**src/sv/pasf_pkg.sv**
```systemverilog
// Shared types, constants and the arctangent table for the azimuth sector filter.
// No dependencies; every other file of the block refers to this package by scoped name.
package pasf_pkg;

  localparam int MAX_RANGES      = 3;
  localparam int ANGLE_FRAC_BITS = 6;
  localparam int CORDIC_STEPS    = 16;

  localparam int NUM_RANGE_REGS  = 3;
  localparam int ACC_FRAC        = 20;
  localparam int TABLE_LEN       = 24;
  localparam int TAB_IDX_W       = 5;
  localparam int STEP_W          = (CORDIC_STEPS > 1) ? $clog2(CORDIC_STEPS) : 1;

  localparam int COORD_W = 24;
  localparam int TAG_W   = 20;
  localparam int BOUND_W = 15;
  localparam int CFG_W   = 15;
  localparam int ADDR_W  = 3;

  // Negated inputs reach 2^23 and the rotation gain stays below 2^25.
  localparam int XY_W  = 27;
  // 180 degrees plus the sum of the table stays well below 2^29 in Q20.
  localparam int ACC_W = 30;

  localparam logic signed [ACC_W-1:0] HALF_TURN_Q20 = ACC_W'(180 * (2 ** ACC_FRAC));
  localparam logic signed [ACC_W-1:0] ANGLE_LIM     = ACC_W'(180 * (2 ** ANGLE_FRAC_BITS));
  localparam logic signed [ACC_W-1:0] ROUND_HALF    =
    ACC_W'(2 ** (ACC_FRAC - ANGLE_FRAC_BITS - 1));
  localparam int ROUND_SHIFT = ACC_FRAC - ANGLE_FRAC_BITS;

  // Register indexes of the configuration port.
  localparam logic [ADDR_W-1:0] REG_RANGE_COUNT = 3'd0;
  localparam logic [ADDR_W-1:0] REG_RANGE0_LOW  = 3'd1;
  localparam logic [ADDR_W-1:0] REG_RANGE0_HIGH = 3'd2;
  localparam logic [ADDR_W-1:0] REG_RANGE1_LOW  = 3'd3;
  localparam logic [ADDR_W-1:0] REG_RANGE1_HIGH = 3'd4;
  localparam logic [ADDR_W-1:0] REG_RANGE2_LOW  = 3'd5;
  localparam logic [ADDR_W-1:0] REG_RANGE2_HIGH = 3'd6;

  // One word moving along the rotation chain.
  typedef struct packed {
    logic                    vld;
    logic                    zero;
    logic                    last;
    logic [TAG_W-1:0]        tag;
    logic signed [XY_W-1:0]  x;
    logic signed [XY_W-1:0]  y;
    logic signed [ACC_W-1:0] acc;
  } cord_t;

  // Excluded ranges as held in the configuration registers.
  typedef struct packed {
    logic [1:0]                               count;
    logic [NUM_RANGE_REGS-1:0][BOUND_W-1:0]   low;
    logic [NUM_RANGE_REGS-1:0][BOUND_W-1:0]   high;
  } range_cfg_t;

  // round(atan(2^-i) in degrees * 2^20)
  function automatic logic signed [ACC_W-1:0] atan_q20(input logic [TAB_IDX_W-1:0] i);
    logic signed [ACC_W-1:0] v;
    case (i)
      5'd0:    v = ACC_W'(47185920);
      5'd1:    v = ACC_W'(27855475);
      5'd2:    v = ACC_W'(14718068);
      5'd3:    v = ACC_W'(7471121);
      5'd4:    v = ACC_W'(3750058);
      5'd5:    v = ACC_W'(1876857);
      5'd6:    v = ACC_W'(938658);
      5'd7:    v = ACC_W'(469357);
      5'd8:    v = ACC_W'(234682);
      5'd9:    v = ACC_W'(117342);
      5'd10:   v = ACC_W'(58671);
      5'd11:   v = ACC_W'(29335);
      5'd12:   v = ACC_W'(14668);
      5'd13:   v = ACC_W'(7334);
      5'd14:   v = ACC_W'(3667);
      5'd15:   v = ACC_W'(1833);
      5'd16:   v = ACC_W'(917);
      5'd17:   v = ACC_W'(458);
      5'd18:   v = ACC_W'(229);
      5'd19:   v = ACC_W'(115);
      5'd20:   v = ACC_W'(57);
      5'd21:   v = ACC_W'(29);
      5'd22:   v = ACC_W'(14);
      5'd23:   v = ACC_W'(7);
      default: v = '0;
    endcase
    return v;
  endfunction

  function automatic logic signed [ACC_W-1:0] clamp_angle(input logic signed [ACC_W-1:0] v);
    logic signed [ACC_W-1:0] r;
    if (v > ANGLE_LIM) begin
      r = ANGLE_LIM;
    end else if (v < -ANGLE_LIM) begin
      r = -ANGLE_LIM;
    end else begin
      r = v;
    end
    return r;
  endfunction

endpackage

```
**src/sv/pasf_prerot.sv**
```systemverilog
// Entry stage: registers an accepted point, folds the left half-plane onto the right one
// and flags the origin. Depends on pasf_pkg.
module pasf_prerot (
  input  logic                              clk,
  input  logic                              rst,
  input  logic                              accept,
  input  logic signed [pasf_pkg::COORD_W-1:0] x_coord,
  input  logic signed [pasf_pkg::COORD_W-1:0] y_coord,
  input  logic [pasf_pkg::TAG_W-1:0]        point_tag,
  input  logic                              last_point,
  output pasf_pkg::cord_t                   out
);

  logic signed [pasf_pkg::XY_W-1:0] x_ext;
  logic signed [pasf_pkg::XY_W-1:0] y_ext;

  assign x_ext = pasf_pkg::XY_W'(x_coord);
  assign y_ext = pasf_pkg::XY_W'(y_coord);

  always_ff @(posedge clk) begin
    if (rst) begin
      out.vld <= 1'b0;
    end else begin
      out.vld <= accept;
    end
    out.zero <= (x_coord == '0) && (y_coord == '0);
    out.last <= last_point;
    out.tag  <= point_tag;
    if (x_coord < 0) begin
      // A half turn brings the vector into the right half-plane.
      out.x   <= -x_ext;
      out.y   <= -y_ext;
      out.acc <= (y_coord >= 0) ? pasf_pkg::HALF_TURN_Q20 : -pasf_pkg::HALF_TURN_Q20;
    end else begin
      out.x   <= x_ext;
      out.y   <= y_ext;
      out.acc <= '0;
    end
  end

endmodule

```
**config.mk**
```make
export PLATFORM = sky130hd
export DESIGN_NAME = pasf_prerot
export DESIGN_NICKNAME = d
export VERILOG_FILES = /design/src/sv/pasf_pkg.sv /design/src/sv/pasf_prerot.sv
export SDC_FILE = /design/constraint.sdc
export NUM_CORES = 1
export LEC_CHECK = 0
export BUFFER_PORTS_ARGS = -buffer_cell sky130_fd_sc_hd__buf_2
export CORE_UTILIZATION = 45
export DETAILED_ROUTE_END_ITERATION = 10
export PLACE_DENSITY_LB_ADDON = 0.12
export SLEW_MARGIN = 20
export SYNTH_ARGS = -nofsm -noshare
export SYNTH_HDL_FRONTEND = slang
export SYNTH_SLANG_ARGS = --single-unit
```
**constraint.sdc**
```tcl
create_clock -name clk -period 5.45 [get_ports clk]
set_clock_uncertainty 0.15 [all_clocks]
set_input_delay 0.8175 -clock clk [delete_from_list [all_inputs] [get_ports clk]]
set_output_delay 0.8175 -clock clk [all_outputs]
set_load 0.02 [all_outputs]
```
# Yosys cells after proc, flatten, opt, wreduce, memory -nomap -nowiden
# Index checks and enable logic that the tools add are counted.
# classes
n_mux	2
n_addsub	2
order_cmp	2
reduce_logical	3
# ops
op	count
84-bit 2-to-1 mux	1
24-bit negator with 27-bit output	2
24-bit logical NOT	2
30-bit 2-to-1 mux	1
24-bit by 1-bit >= comparator with 1-bit output (second input constant)	1
24-bit by 1-bit < comparator with 1-bit output (second input constant)	1
1-bit logical AND	1
# word_totals
out_inout_bits	107
regBits	107
input_bits	72

# Depth between registers and ports, before layout
# logic_depth
word_depth	3
depth_mapped	6
ltp_nobuf	6

# Worst setup path before layout
# No wires, ideal clock.
# synth_timing
kind	in2reg
startpoint	input port y_coord[14] in the netlist's numbering
endpoint	register out[55] in the netlist's numbering
required_time_ns	5.173
slack_ns	2.940
setup_time_ns	0.127
t_arrival_ns	2.232
cell_stages	5
path_buffers	1
cell_sequence	or4_4 or3_1 buf_6 o41ai_4 o21ai_0
# synth_via
elab_chain_len	2
# synth_lines
item	line	rtl
from (decl)	pasf_prerot.sv:8	input logic signed [pasf_pkg::COORD_W-1:0] y_coord,
24-bit negator with 27-bit output	pasf_prerot.sv:32	out.y <= -y_ext;
84-bit 2-to-1 mux	pasf_prerot.sv:29	if (x_coord < 0) begin
to (decl)	pasf_prerot.sv:11	output pasf_pkg::cord_t out
# No other way between the ends.
# A chain may end at the register's enable or synchronous reset.

# Final worst setup path
# layout_timing
startpoint	input port y_coord[14] in the netlist's numbering
endpoint	register out[56] in the netlist's numbering
# The elaborated chain is that of the path after synthesis.

==> impl_metrics.py <==
metrics = {
    "worst_setup_path": {
        "timing_worst_setup_path_type": "primary input to register",
        "critPathMaxStageDelay_ps": 540,
        "cp-end-kind": "register",
        "worst-path-buf-inv": 1,
        "critPathTopFamily": "simple AND/OR/NAND/NOR gates",
        "critPathSlowestCell": "or4_4",
        "worstPathArrival_ps": 2480,
        "cp.required_ps": 5510,
        "cp-start-kind": "primary input",
        "crit_path_max_fanout": 7,
        "cp_cell_sequence": "buf_2 -> or4_4 -> or3_1 -> nor4_1 -> o21ai_0",
    },
    "cts": {
        "cts_buffers": 9,
        "post_cts.repair.setup_buffers": 0,
        "htree_levels": 3,
        "hold_buffers": 0,
        "cts_buffer_depth": 2,
        "cts_sinks": 80,
        "post_cts_resized": 0,
        "clk_pin_slew_ps": 80,
        "cts_tree": "built",
        "root_buffer": "clkbuf_8",
    },
    "power": {
        "power.density_nw_per_um2": 335,
        "irDropWorstVdd_mv": 0.184,
        "p_total_uw": 1250,
        "p_leak_uw": 0.00177,
    },
    "layout": {
        "largest_register_ffs": 80,
        "final_cell_mix": "buf_2 (156), dfxtp_1 (80), xnor2_1 (40)",
        "drive_gt1_frac": 0.417,
        "regMostFlops": "out",
        "antennaDiodeCount": 0,
        "layout_commonest_cell": "buf_2",
        "n_fill_cell": 536,
        "syn_to_final_growth_pct": 31.9,
        "nNetsFinal": 489,
        "fin_util": 0.624,
        "reg_top3": "out: 80 flops",
    },
    "routing": {
        "num_vias": 2253,
        "drc": 0,
        "drtPass1Iterations": 4,
        "routed_wirelength_um": 5960,
        "viasPerCell": 4.55,
        "ant_nets": 0,
        "drt_iter0_drc": 36,
        "wl_per_cell_um": 12.0,
    },
    "logic_synthesis": {
        "synth.avg_cell_area_sq_um": 11.0,
        "yosysTopAreaCellShare": 0.565,
        "synth_seq_area_share": 0.565,
        "synthCells": 257,
        "yosys_warnings": 0,
        "synth.cell_area_sq_um": 2830,
        "ys_types": 34,
        "synth-seq-cells": 80,
        "yosys.area.top_type": "dfxtp_1",
        "ys_top_cells_by_area": "dfxtp_1 (57%), xnor2_1 (12%), buf_4 (7.2%)",
    },
    "sta": {
        "setup_tns_ps": 0,
        "whs_ps": 422,
        "hold_viol_final": 0,
        "max_slew.worst_pin.slew_ps": 797,
        "relSlewSlack": 0.469,
        "rsz0062_at_grt": "no",
        "period_share": 0.444,
        "fin_crit_ps": 2420,
        "fin_ws_ps": 3030,
        "setup-violations-final": 0,
        "fmax_mhz": 413,
        "slew_viol_final": 0,
    },
    "floorplan": {
        "die_w_um": 81.3,
        "die_area_sq_um": 6620,
        "pin_count": 179,
        "core-area_sq_um": 5990,
        "die_y_um": 81.3,
        "num_rows": 28,
        "start_util": 0.473,
    },
    "min_path": {
        "hold_path.class": "primary input to register",
    },
    "global_route": {
        "grt_pass1_vias": 1926,
        "antenna_found_initial": 0,
        "grt_overflow": 0,
        "gr-usage-all-layers": 0.182,
        "grt_max_degree": 49,
        "grt_pass1_wl_um": 8780,
    },
    "run": {
        "max_cap_viol_count": 0,
    },
    "placement": {
        "dp_hpwl_um": 4660,
        "dp_slack_ps": 2660,
        "gp_congestion": 0.783,
        "io_buffers": 156,
    },
    "run_status": {
        "status": "completed",
    },
}
## cell type report
| class | count | area, sq um | area share |
|---|---|---|---|
| Clock buffer | 11 | 141 | 0.0378 |
| Sequential cell | 80 | 1600 | 0.429 |
| Clock inverter | 5 | 31.3 | 0.00837 |
| Inverter | 9 | 33.8 | 0.00904 |
| Timing Repair Buffer | 156 | 781 | 0.209 |
| Multi-Input combinational cell | 159 | 1050 | 0.282 |
| Tap cell | 75 | 93.8 | 0.0251 |
## layer usage
layer / up-vias / part of all wire / track usage
met1: 985 / 0.38 / 0.200
met2: 119 / 0.49 / 0.308
met3: 11 / 0.11 / 0.0539
met4: 0 / 0.018 / 0.107
met5: - / 0 / 0
li1: 1138 / - / -
## path summary, 6_finish.rpt
kind | start | endpoint | slack [ps] | cells past startpoint
hold / removal | point_tag[1] | out[85] | 420 | 1
setup / recovery | y_coord[14] | out[56] | 3030 | 5
## through the flow
| stage | area [sq um] | std cells |
|---|---|---|
| global placement | 3560 | 479 |
| floorplan | 2920 | 281 |
| CTS | 3740 | 495 |
| detailed placement | 3560 | 479 |
| global route | 3740 | 495 |
| finish | 3740 | 495 |
## cell families after synthesis
group	synth area share
DFF	0.565
and+or+nand+nor	0.0994
xor gates and xnor gates	0.133
buffers and inverters	0.0941
AOI/OAI and AO/OA	0.0981
adders and majority gates	0.00883
other	0.00132
## synthesized netlist by cell type
cell,instances
a21oi_1,2
a31oi_1,1
and2_1,1
and3_1,1
buf_1,1
buf_4,27
buf_6,1
clkbuf_1,4
conb_1,1
dfxtp_1,80
ha_1,2
inv_1,9
nand2_1,15
nand2b_1,3
nand3_1,1
nand3b_1,1
nand4_1,3
nand4b_1,2
nor2_1,4
nor2b_1,1
nor3_1,4
nor3b_1,2
nor4_1,7
o21ai_0,14
o31ai_1,15
o41ai_1,4
o41ai_2,1
o41ai_4,1
or2_2,1
or3_1,2
or4_1,2
or4_4,1
xnor2_1,40
xor2_1,3
## power breakdown
group / switching [uW] / internal (uW)
sequential: 11.1 / 634
combinational: 144 / 82.6
clock: 203 / 177
total: 358 / 893
Power figures use the tool's default switching activity.
