<file path="config.mk">
export PLATFORM = sky130hd
export DESIGN_NAME = pasf_range_check
export DESIGN_NICKNAME = d
export VERILOG_FILES = /design/src/sv/pasf_pkg.sv /design/src/sv/pasf_range_check.sv
export SDC_FILE = /design/constraint.sdc
export NUM_CORES = 1
export LEC_CHECK = 0
export BUFFER_PORTS_ARGS = -buffer_cell sky130_fd_sc_hd__buf_2
export CORE_UTILIZATION = 51
export CTS_CLUSTER_SIZE = 28
export DETAILED_ROUTE_END_ITERATION = 10
export PLACE_DENSITY = 0.85
export REMOVE_ABC_BUFFERS = 1
export SLEW_MARGIN = 20
export SYNTH_ARGS = -nofsm -noshare
export SYNTH_HDL_FRONTEND = slang
export SYNTH_SLANG_ARGS = --single-unit
</file>
<file path="constraint.sdc">
create_clock -name clk -period 10.15 [get_ports clk]
set_clock_uncertainty 0.15 [all_clocks]
set_input_delay 0 -clock clk [delete_from_list [all_inputs] [get_ports clk]]
set_output_delay 0 -clock clk [all_outputs]
set_load 0.05 [all_outputs]
</file>
<file path="src/sv/pasf_pkg.sv">
// Shared types, constants and the arctangent table for the azimuth sector filter.
// No dependencies; every other file of the block refers to this package by scoped name.
package pasf_pkg;

  localparam int MAX_RANGES      = 3;
  localparam int ANGLE_FRAC_BITS = 6;
  localparam int CORDIC_STEPS    = 16;

  localparam int NUM_RANGE_REGS  = 3;
  localparam int ACC_FRAC        = 20;
  localparam int TABLE_LEN       = 24;
  localparam int TAB_IDX_W       = 5;
  localparam int STEP_W          = (CORDIC_STEPS > 1) ? $clog2(CORDIC_STEPS) : 1;

  localparam int COORD_W = 24;
  localparam int TAG_W   = 20;
  localparam int BOUND_W = 15;
  localparam int CFG_W   = 15;
  localparam int ADDR_W  = 3;

  // Negated inputs reach 2^23 and the rotation gain stays below 2^25.
  localparam int XY_W  = 27;
  // 180 degrees plus the sum of the table stays well below 2^29 in Q20.
  localparam int ACC_W = 30;

  localparam logic signed [ACC_W-1:0] HALF_TURN_Q20 = ACC_W'(180 * (2 ** ACC_FRAC));
  localparam logic signed [ACC_W-1:0] ANGLE_LIM     = ACC_W'(180 * (2 ** ANGLE_FRAC_BITS));
  localparam logic signed [ACC_W-1:0] ROUND_HALF    =
    ACC_W'(2 ** (ACC_FRAC - ANGLE_FRAC_BITS - 1));
  localparam int ROUND_SHIFT = ACC_FRAC - ANGLE_FRAC_BITS;

  // Register indexes of the configuration port.
  localparam logic [ADDR_W-1:0] REG_RANGE_COUNT = 3'd0;
  localparam logic [ADDR_W-1:0] REG_RANGE0_LOW  = 3'd1;
  localparam logic [ADDR_W-1:0] REG_RANGE0_HIGH = 3'd2;
  localparam logic [ADDR_W-1:0] REG_RANGE1_LOW  = 3'd3;
  localparam logic [ADDR_W-1:0] REG_RANGE1_HIGH = 3'd4;
  localparam logic [ADDR_W-1:0] REG_RANGE2_LOW  = 3'd5;
  localparam logic [ADDR_W-1:0] REG_RANGE2_HIGH = 3'd6;

  // One word moving along the rotation chain.
  typedef struct packed {
    logic                    vld;
    logic                    zero;
    logic                    last;
    logic [TAG_W-1:0]        tag;
    logic signed [XY_W-1:0]  x;
    logic signed [XY_W-1:0]  y;
    logic signed [ACC_W-1:0] acc;
  } cord_t;

  // Excluded ranges as held in the configuration registers.
  typedef struct packed {
    logic [1:0]                               count;
    logic [NUM_RANGE_REGS-1:0][BOUND_W-1:0]   low;
    logic [NUM_RANGE_REGS-1:0][BOUND_W-1:0]   high;
  } range_cfg_t;

  // round(atan(2^-i) in degrees * 2^20)
  function automatic logic signed [ACC_W-1:0] atan_q20(input logic [TAB_IDX_W-1:0] i);
    logic signed [ACC_W-1:0] v;
    case (i)
      5'd0:    v = ACC_W'(47185920);
      5'd1:    v = ACC_W'(27855475);
      5'd2:    v = ACC_W'(14718068);
      5'd3:    v = ACC_W'(7471121);
      5'd4:    v = ACC_W'(3750058);
      5'd5:    v = ACC_W'(1876857);
      5'd6:    v = ACC_W'(938658);
      5'd7:    v = ACC_W'(469357);
      5'd8:    v = ACC_W'(234682);
      5'd9:    v = ACC_W'(117342);
      5'd10:   v = ACC_W'(58671);
      5'd11:   v = ACC_W'(29335);
      5'd12:   v = ACC_W'(14668);
      5'd13:   v = ACC_W'(7334);
      5'd14:   v = ACC_W'(3667);
      5'd15:   v = ACC_W'(1833);
      5'd16:   v = ACC_W'(917);
      5'd17:   v = ACC_W'(458);
      5'd18:   v = ACC_W'(229);
      5'd19:   v = ACC_W'(115);
      5'd20:   v = ACC_W'(57);
      5'd21:   v = ACC_W'(29);
      5'd22:   v = ACC_W'(14);
      5'd23:   v = ACC_W'(7);
      default: v = '0;
    endcase
    return v;
  endfunction

  function automatic logic signed [ACC_W-1:0] clamp_angle(input logic signed [ACC_W-1:0] v);
    logic signed [ACC_W-1:0] r;
    if (v > ANGLE_LIM) begin
      r = ANGLE_LIM;
    end else if (v < -ANGLE_LIM) begin
      r = -ANGLE_LIM;
    end else begin
      r = v;
    end
    return r;
  endfunction

endpackage

</file>
<file path="src/sv/pasf_range_check.sv">
// Output stage: rounds and clamps the accumulated angle, tests it against the excluded
// ranges and registers the result word. Depends on pasf_pkg.
module pasf_range_check (
  input  logic                               clk,
  input  logic                               rst,
  input  pasf_pkg::cord_t                    in,
  input  pasf_pkg::range_cfg_t               cfg,
  output logic                               done,
  output logic                               keep,
  output logic [pasf_pkg::TAG_W-1:0]         tag_out,
  output logic signed [pasf_pkg::BOUND_W-1:0] azimuth,
  output logic                               end_of_cloud
);

  logic signed [pasf_pkg::ACC_W-1:0] rounded;
  logic signed [pasf_pkg::ACC_W-1:0] angle;
  logic signed [pasf_pkg::ACC_W-1:0] lo [pasf_pkg::MAX_RANGES];
  logic signed [pasf_pkg::ACC_W-1:0] hi [pasf_pkg::MAX_RANGES];
  logic                              drop;

  assign rounded = (in.acc + pasf_pkg::ROUND_HALF) >>> pasf_pkg::ROUND_SHIFT;

  always_comb begin
    angle = in.zero ? '0 : pasf_pkg::clamp_angle(rounded);
    drop  = 1'b0;
    for (int k = 0; k < pasf_pkg::MAX_RANGES; k++) begin
      lo[k] = pasf_pkg::clamp_angle(pasf_pkg::ACC_W'($signed(cfg.low[k])));
      hi[k] = pasf_pkg::clamp_angle(pasf_pkg::ACC_W'($signed(cfg.high[k])));
      if ((2'(k) < cfg.count) && (angle >= lo[k]) && (angle <= hi[k])) begin
        drop = 1'b1;
      end
    end
  end

  always_ff @(posedge clk) begin
    if (rst) begin
      done <= 1'b0;
    end else begin
      done <= in.vld;
    end
    keep         <= ~drop;
    tag_out      <= in.tag;
    azimuth      <= angle[pasf_pkg::BOUND_W-1:0];
    end_of_cloud <= in.last;
  end

endmodule
</file>
Word-level counts from Yosys, hierarchy flattened. Index checks and enable logic that the tools add are counted.

Word-level logic and storage cells: 54. Bits in registers: 38. Input port bits: 201.

Muxes and demuxes: 18. Add/subtract/negate cells: 1. $lt $le $gt $ge: 23. Reductions and logical operators: 6. Bitwise logic cells: 1.

Operator list (count): two-way mux 30 bit (15); greater-or-equal comparator 30 bit (3); > comparator 15 bit (second input constant) (6); <= comparator 30 bit (3); < comparator 15 bit (second input constant) (6); adder 30 x 15 -> 30 bit (second input constant) (1); > comparator 16 x 15 -> 1 bit (second input constant) (1); < comparator 16 x 15 -> 1 bit (second input constant) (1); logical AND 1 bit (6); < comparator 1 x 2 -> 1 bit (first input constant) (2); two-way mux 1 bit (3); < comparator 2 bit (first input constant) (1); NOT 1 bit (1).

Logic depth before layout (Yosys ltp). Gate-level depths: netlist of run 1.

Depth in word-level cells: 12. Mapped depth: 20. Depth with buffers taken out: 17.

Worst setup path before layout of run 1. No wires, ideal clock.

Path kind: input to register. Start point: in in[13] (netlist name). End point: reg keep. Arrival time: 4056 ps. Cell stages on the path: 19. Data required time: 9905 ps. Library setup time: 95 ps. Path slack: 5848 ps. Path through: ha_1 > buf_6 > and3_4 > buf_6 > nand2_1 > nor4_1 > xor2_1 > o2111ai_1 > ha_1 > or2_2 > clkbuf_1 > nor3_1 > ha_1 > and4_1 > and4_1 > a21bo_2 > a41oi_1 > a211oi_1 > a221oi_1.

Longest elaborated chain between the ends: 12. Elaborated cells on any way between the ends: 22. Classes of those cells: add/sub: 1; order compare: 8; mux: 6; bitwise: 1; reduce/logical: 6.

Ends and longest elaborated chain: start: declaration (line pasf_range_check.sv:6) `input pasf_pkg::cord_t in,`; adder 30 x 15 -> 30 bit * (line pasf_range_check.sv:21) `assign rounded = (in.acc + pasf_pkg::ROUND_HALF) >>> pasf_pkg::ROUND_SHIFT;`; < comparator 16 x 15 -> 1 bit (line pasf_pkg.sv:96) `end else if (v < -ANGLE_LIM) begin`; two-way mux 30 bit (line pasf_pkg.sv:96); two-way mux 30 bit * (line pasf_pkg.sv:94) `if (v > ANGLE_LIM) begin`; two-way mux 30 bit * (line pasf_range_check.sv:24) `angle = in.zero ? '0 : pasf_pkg::clamp_angle(rounded);`; net angle, one bit (line pasf_range_check.sv:16) `logic signed [pasf_pkg::ACC_W-1:0] angle;`; greater-or-equal comparator 30 bit (line pasf_range_check.sv:29) `if ((2'(k) < cfg.count) && (angle >= lo[k]) && (angle <= hi[k])) begin`; logical AND 1 bit (2 in series) (line pasf_range_check.sv:29); two-way mux 1 bit (2 in series) (line pasf_range_check.sv:29); two-way mux 1 bit * (line pasf_range_check.sv:29); NOT 1 bit * (line pasf_range_check.sv:41) `keep <= ~drop;`; end signal: assignment (line pasf_range_check.sv:41); end: declaration (line pasf_range_check.sv:9) `output logic keep,`.

The timed path passes the listed nets; every way through them passes the cells marked *. A chain may end at the register's enable or synchronous reset.

Worst setup path after layout of run 1.
Start point: in in[14] (netlist name). End point: reg keep.

Same word-level chain as after synthesis.

==> flow_summary.yaml, run 1 <==
sta:
  post-route-period-util: 0.471
  tightest_slew_ps: 950
  slew_violations: 0
  finalHoldViolCount: 0
  slew_headroom: 0.363
  final.setup.tns_ps: 0
  setup_viol: 0
  fin_crit_ps: 4780
  fmax_ghz: 0.209
  rsz0062_at_grt: "false"
cts:
  cts.sinks: 38
  cts_root_buf: "clkbuf_8"
  cts_tree: "built"
  htreeDepth: 2
  cts_resized: 0
  cts_buffers: 5
  clkTransAtPathRegs_ps: 100
  clockBufferDepth: 2
die:
  core_area_sq_um: 8890
  rows: 34
  die_h_um: 98.6
  die_x_um: 98.6
  die_area_sq_um: 9720
  ioPinCount: 239
  start_util: 0.535
route:
  dr.pass1.iters: 5
  dr_total_vias: 5413
  vias_per_cell: 6.05
  antenna_left: 0
  drt_wl_total_um: 15200
  wl_per_cell_um: 16.9
  drcViolationCount: 0
  drt_iter0_drc: 249
run_status:
  status: "completed"
place:
  place_inst: 863
  hpwl_um: 11800
  gp_congestion: 0.918
  io_buffers: 171
synthesis:
  ys_seq_area_frac: 0.160
  syn_area_sq_um: 4760
  yosys_most_used_dff: "dfxtp_1"
  yosys_warnings: 0
  synth_edf_count: 0
  syn_avg_cell_area_sq_um: 8.01
  yosysUniqueCellTypes: 57
  synthArstFlopShare: 0
  ys_seq_elements: 38
  syn_inst: 594
global_route:
  grt_use_met2: 0.575
  grt_use_total: 0.306
  grtUsageMet1: 0.350
  gr-usage-met3: 0.0426
  grt_start_max_net_pins: 18
  antenna_found_initial: 0
  grt_pass1_vias: 5193
  top_usage_layer: "met2"
  grt-ovfl-total: 0
  grt_pass1_wl_um: 23800
cells_and_area:
  finalNonFillerCells: 895
  area_growth_pct: 27.3
  layout.nets: 1091
  antenna_cells: 0
  final_layout_size_suffix_gt1_frac: 0.255
hold_path:
  hp-class: "in2reg"
power:
  vdd_ir_drop_max_mv: 0.0638
  power_density_nw_per_um2: 102
  p_leak_nw: 2.99
setup_path:
  cp_max_fo: 11
  worstSetupPathType: "in2reg"
  cp.arrival_ps: 4810
  end_kind: "flip-flop"
  cp.required_ps: 10180
  start_kind: "primary input"
job:
  maxCapViolCount: 0
[cell usage in the layout (no fill, tap or decap), types with 8 or more instances in the layout]
cell type      netlist  layout
o21ai_0             47      47
buf_2                3     171
a21oi_1             47      47
ha_1               104     104
nand2_1             69      69
and3_1              11      11
inv_1               23      23
dlygate4sd3_1        0      24
a211oi_1            12      12
nand3_1             14      14
nor2_1              28      28
nor3_1              13      12
xnor2_1              8       8
a21boi_0             9       9
nor2b_1             17      17
nor4_1              16      16
a21o_1              11      11
xor2_1               9       9
nand4_1             13      13
dfxtp_1             38      38
nand2b_1            12      12
[registers in the layout (all words and copies together), names as in the netlist]
register	cells
done	1
end_of_cloud	1
tag_out	20
azimuth	15
keep	1
[layer usage]
layer | part of all wire | vias up
li1 | - | 2638
met1 | 0.41 | 2508
met2 | 0.49 | 228
met3 | 0.069 | 39
met4 | 0.029 | 0
met5 | 0 | -
[synth_stat cells (all sizes together), types with 13 or more instances]
master / instances / area share
dfxtp: 38 / 0.16
nand4: 13 / 0.017
nor3: 18 / 0.024
ha: 104 / 0.27
nand2: 69 / 0.054
nor4: 17 / 0.026
inv: 23 / 0.018
nand3: 17 / 0.021
a21oi: 47 / 0.049
nor2: 28 / 0.022
o21ai: 47 / 0.049
nor2b: 17 / 0.022
[per-stage QoR]
stage	utilization	power, mW	setup slack (ps)	hold slack [ps]	area (sq um)
3_5_place_dp	0.638	0.447	5110	-46.4	5670
4_1_cts	0.681	0.617	5410	27.3	6050
2_1_floorplan	-	0.352	5980	-122	4650
5_1_grt	0.681	0.661	5090	43.0	6060
6_report	0.681	0.618	5370	38.6	6060
3_3_place_gp	0.638	0.433	5230	-46.3	5670
[critical path, cell delays in order]
cell       delay, ps
buf_2            120
ha_1             350
and3_4           310
nand2_1          110
nor4_1           320
xor2_1           360
o2111ai_1        170
ha_1             370
or2_2            430
nor3_1           750
buf_4            290
ha_1             230
and4_1           210
a21oi_1          160
a21boi_0         110
o31ai_1          280
a21o_1           170
a221oi_1          70
[repair_timing]
| action | in CTS | in global routing |
|---|---|---|
| endpoints found under the hold margin | 23 | 0 |
| buffers inserted | 0 | 0 |
| endpoints found under the setup margin | 0 | 0 |
| hold buffers | 24 | 0 |
[power breakdown]
group / internal (mW) / switching, mW
Combinational: 0.115 / 0.179
Sequential: 0.159 / 0.00374
Clock: 0.0986 / 0.0626
Total: 0.372 / 0.246
[path summary, 6_finish.rpt]
| kind | start | to | slack [ps] | cells after the start |
|---|---|---|---|---|
| setup / recovery | in[14] | keep | 5370 | 18 |
| hold / removal | cfg[91] | keep | 40 | 4 |
[cell type report]
type | instances | area, sq um
Clock buffer | 5 | 68.8
Tap cell | 108 | 135
Fill cell | 720 | 2830
Sequential cell | 38 | 761
Inverter | 23 | 86.3
Multi-Input combinational cell | 519 | 3810
Timing Repair Buffer | 199 | 1130
Clock inverter | 3 | 68.8
[kinds of logic (layout without fill, tap and decap cells)]
logic type / count (synthesis) / in the layout / synth area share
AOI/OAI and AO/OA: 177 / 177 / 0.246
DFF: 38 / 38 / 0.160
and+or+nand+nor: 221 / 221 / 0.249
adders and majority gates: 104 / 104 / 0.273
buffers and inverters: 37 / 230 / 0.0402
xor gates and xnor gates: 17 / 17 / 0.0313
No activity file was read; power rests on OpenSTA's default activity.
==> run 2: changes to the inputs <==
CORE_UTILIZATION = 47   (was 51)
PLACE_DENSITY = 0.79   (was 0.85)
clock period = 4.48 ns   (was 10.15 ns; I/O delays follow)
==> run 2 against run 1 <==
Power rose by 120%. Cell area rose by 2.5%. Sequential power rose by 130%. Final cell count increased by 5.0%. Die area increased by 8.3%. Critical path depth is 1 higher. Wire length grew 3.8%. Sequential share of layout area shrank 0.30 points. Highest routed layer unchanged.
==> flow_summary.yaml, run 2 (same netlist as run 1, synthesis figures left out) <==
die:
  die_h_um: 103
  die_x_um: 103
  core_area_sq_um: 9770
  ioPinCount: 239
  rows: 36
  start_util: 0.487
  die_area_sq_um: 10500
cells_and_area:
  largestRegisters: "tag_out: 20 flops, azimuth: 15 flops"
  layout.nets: 1111
  fill_cells: 868
  final_layout_size_suffix_gt1_frac: 0.271
  multi_input_area_sq_um: 3810
  layout_commonest_cell: "buf_2"
  regMostFlops: "tag_out"
  area_growth_pct: 30.4
  mostFrequentLayoutCells: "171 x buf_2, 104 x ha_1, 69 x nand2_1"
  largest_reg_flops: 20
  antenna_cells: 0
  regArea_sq_um: 761
route:
  dr.pass1.iters: 5
  antenna_left: 0
  met1Wirelength_um: 6330
  route.met3.wl_um: 1260
  drcViolationCount: 0
  drt_wl_total_um: 15700
  dr_total_vias: 5549
  wl_per_cell_um: 16.7
  route.top_layer_used: "met4"
  drt_iter0_drc: 279
  vias_per_cell: 5.90
  wl_met2_um: 7490
setup_path:
  crit_chain: "buf_2 > ha_1 > and3_4 > and4_1 > a211oi_1 > a311o_1 > nand3_1 > o2111ai_1 > ha_1 > buf_4 > o21ai_0 > nor2_1 > ha_1 > and3_1 > and4_1 > a21bo_2 > a41oi_1 > a211oi_1 > a221oi_1"
  cpMostUsedCell: "ha_1"
  cp_max_fo: 8
  cp.arrival_ps: 4200
  worstSetupPathType: "in2reg"
  start_kind: "primary input"
  max_stage_delay_ps: 690
  end_kind: "flip-flop"
  worst_path_max_delay_cell: "nor2_1"
  cp.required_ps: 4540
sta:
  setup_viol: 0
  post-route-period-util: 0.925
  rsz0062_at_grt: "false"
  fmax_ghz: 0.241
  fin_hold_ws_ps: 53.5
  final.setup.tns_ps: 0
  fin_crit_ps: 4140
  slew_headroom: 0.403
  tightest_slew_ps: 892
  slew_violations: 0
  finalHoldViolCount: 0
  final.setup.worst_slack_ps: 336
power:
  vdd_ir_drop_max_mv: 0.172
  power_density_nw_per_um2: 218
  p_leak_nw: 3.08
cts:
  cts.sinks: 38
  cts_setup_buffers: 0
  htreeDepth: 2
  cts_resized: 0
  cts_root_buf: "clkbuf_8"
  cts_tree: "built"
  cts_buffers: 5
  clockBufferDepth: 2
  clkTransAtPathRegs_ps: 70
place:
  gp_congestion: 0.923
  dp_slack_ps: 78.3
  hpwl_um: 12700
  io_buffers: 171
global_route:
  grt-ovfl-total: 0
  antenna_found_initial: 0
  grt_start_max_net_pins: 18
  grt_use_total: 0.299
  grt_pass1_vias: 5313
  grt_pass1_wl_um: 24600
run_status:
  status: "completed"
job:
  maxCapViolCount: 0
hold_path:
  hp-class: "in2reg"
## run 2: cell count changes in the layout (fill, tap and decap cells not counted), sizes merged
cell	previous run	this run
bufinv	2	1
clkinv	1	2
dlygate4sd3	24	25
buf	175	194
## run 2: worst paths after layout
kind | startpoint | end | slack, ps | cells past startpoint
hold / removal | cfg[90] | keep | 50 | 4
setup / recovery | in[13] | keep | 340 | 19
## run 2: repair_timing
item / 4_1_cts / 5_1_grt
hold buffers: 25 / 0
endpoints found under the hold margin: 24 / 0
endpoints found under the setup margin: 0 / 0
## run 2: layer usage
layer,global-route usage,vias up
li1,-,2667
met1,0.343,2544
met2,0.535,279
met3,0.0468,59
met4,0.151,0
met5,0,-
## run 2: final cells by class
| class | count | share of cell area |
|---|---|---|
| Clock inverter | 3 | 0.00645 |
| Inverter | 23 | 0.0139 |
| Multi-Input combinational cell | 519 | 0.613 |
| Clock buffer | 5 | 0.0111 |
| Sequential cell | 38 | 0.123 |
| Tap cell | 133 | 0.0268 |
| Timing Repair Buffer | 219 | 0.206 |
## run 2: critical path: cells and delay by family
kind,cells,cell delay (ps)
simple gates,6,1710
compound gates,8,1260
fa+ha+maj,3,970
buf+inv,2,250
## run 2: report_power, final
| group | internal, mW | switching (mW) |
|---|---|---|
| Sequential | 0.360 | 0.00768 |
| Clock | 0.164 | 0.131 |
| Combinational | 0.272 | 0.417 |
## run 2: metrics by stage
step | cell area (sq um) | instances | power [mW] | utilization
5_1_grt | 6210 | 940 | 1.45 | 0.635
3_5_place_dp | 5850 | 907 | 1.03 | 0.598
6_report | 6210 | 940 | 1.35 | 0.635
3_3_place_gp | 5850 | 907 | 0.998 | 0.598
4_1_cts | 6210 | 940 | 1.34 | 0.635
2_1_floorplan | 4650 | 580 | 0.798 | -
==> run 3: changes to the inputs <==
CORE_UTILIZATION = 48   (was 47)
CTS_BUF_LIST = sky130_fd_sc_hd__clkbuf_8   (was default)
PLACE_DENSITY = 0.8   (was 0.79)
==> run 3 against run 2 <==
First-iteration DRC count down 20%. Sequential cell count unchanged. Clock power up 18%. Power up 3.1%. Sequential share of layout area about the same. Worst hold slack worse by 9.9 ps. Wire length down 5.7%. Via count down 3.2%. Combinational power down 1%. Non-clock buffer count down 3. Critical path depth unchanged. Core utilization up 2.4 points. Critical path type unchanged. Largest power group unchanged.
==> flow_summary.yaml, run 3 (same netlist as run 1, synthesis figures left out) <==
hold_path:
  min_path_cells: 4
  hp-start: "cfg[91]"
  hp-class: "in2reg"
  hold_end: "keep"
global_route:
  grt_pass1_vias: 5149
  grt_use_met2: 0.533
  grt_pass1_wl_um: 23200
  grt_start_max_net_pins: 18
  gr-usage-met3: 0.0331
  grtUsageMet1: 0.328
  grt-ovfl-total: 0
  antenna_found_initial: 0
  grt_use_total: 0.286
  top_usage_layer: "met2"
power:
  vdd_ir_drop_max_mv: 0.210
  p_leak_nw: 3.08
  power_density_nw_per_um2: 225
route:
  drt_wl_total_um: 14800
  drt_iter0_drc: 224
  dr.pass1.iters: 5
  vias_per_cell: 5.76
  dr_total_vias: 5374
  wl_per_cell_um: 15.9
  antenna_left: 0
  drcViolationCount: 0
setup_path:
  cpMostUsedCell: "ha_1"
  crit_chain: "buf_2 > ha_1 > and3_4 > and4_1 > a211oi_1 > a311o_1 > nand3_1 > o2111ai_1 > ha_1 > or2_2 > nor3_1 > buf_4 > ha_1 > o211ai_1 > a21oi_1 > a31oi_1 > or4_1 > a211oi_1 > a221oi_1"
  end_kind: "flip-flop"
  max_stage_delay_ps: 500
  worst_path_max_delay_cell: "or4_1"
  cp.required_ps: 4490
  worstSetupPathType: "in2reg"
  cp_max_fo: 11
  start_kind: "primary input"
  worst-path-buf-inv: 2
  cp.arrival_ps: 4160
  crit_family: "simple AND/OR/NAND/NOR gates"
cts:
  cts_root_buf: "clkbuf_8"
  clockBufferDepth: 2
  clkTransAtPathRegs_ps: 80
  cts.sinks: 38
  htreeDepth: 2
  cts_setup_buffers: 0
  cts_tree: "built"
  cts_buffers: 5
sta:
  finalHoldViolCount: 0
  fin_crit_ps: 4150
  tightest_slew_ps: 950
  slew_headroom: 0.362
  final.setup.tns_ps: 0
  fmax_ghz: 0.241
  setup_viol: 0
  slew_violations: 0
  rsz0062_at_grt: "false"
  post-route-period-util: 0.926
die:
  start_util: 0.505
  die_x_um: 102
  core_area_sq_um: 9420
  rows: 35
  ioPinCount: 239
  die_h_um: 102
  die_area_sq_um: 10300
cells_and_area:
  antenna_cells: 0
  largest_reg_flops: 20
  layout_commonest_cell: "buf_2"
  regArea_sq_um: 761
  area_growth_pct: 30.5
  multi_input_area_sq_um: 3810
  mostFrequentLayoutCells: "171 x buf_2, 104 x ha_1, 69 x nand2_1"
  fin_util: 0.659
  regMostFlops: "tag_out"
  largestRegisters: "tag_out: 20 flops, azimuth: 15 flops"
  layout.nets: 1108
  fill_cells: 792
  final_layout_size_suffix_gt1_frac: 0.271
place:
  io_buffers: 171
  gp_congestion: 0.901
  hpwl_um: 12300
run_status:
  status: "completed"
job:
  maxCapViolCount: 0
[run 3: area by class of cell]
cell class | count | area share
Sequential cell | 38 | 0.123
Clock buffer | 5 | 0.0111
Clock inverter | 3 | 0.0111
Multi-Input combinational cell | 519 | 0.613
Inverter | 23 | 0.0139
Tap cell | 129 | 0.0260
Timing Repair Buffer | 216 | 0.202
[run 3: worst min-delay path, delay by kind of cell]
kind,cells,cell delay (ps)
AOI/OAI and AO/OA,2,240
buffers and inverters,1,130
and+or+nand+nor,1,60
[run 3: layer usage]
metal	vias up	wire length (um)
li1	2660	-
met3	41	1010
met5	-	0
met4	0	453
met1	2445	5980
met2	228	7380
[run 3: per-stage QoR]
stage	worst slack (ps)	cell area (sq um)	power (mW)	std cells	hold WS (ps)
after global placement	254	5830	0.995	901	-47.9
after CTS	380	6210	1.39	933	20.5
final	334	6210	1.39	933	43.6
after global routing	35.6	6210	1.49	933	64.2
after detailed placement	88.0	5830	1.03	901	-45.9
after floorplan	309	4650	0.798	580	-122
[run 3: where the power goes]
group	leakage, nW	total, mW	internal, mW	switching, mW
combinational	2.69	0.680	0.270	0.409
clock	0.0683	0.347	0.223	0.124
sequential	0.318	0.367	0.360	0.00738
[run 3: timing repair]
item	in CTS	in global routing
setup endpoints to repair	0	1
hold endpoints to repair	23	0
hold buffers	24	0
resized for setup	0	1
[run 3: worst max path at each step]
stage	from	to	slack [ps]	cells after the start
after global placement	in[13]	keep	250	19
after CTS	in[13]	keep	380	19
after floorplan	in[13]	keep	310	16
after detailed placement	in[13]	keep	90	19
after global routing	in[14]	keep	40	19
final	in[13]	keep	330	19
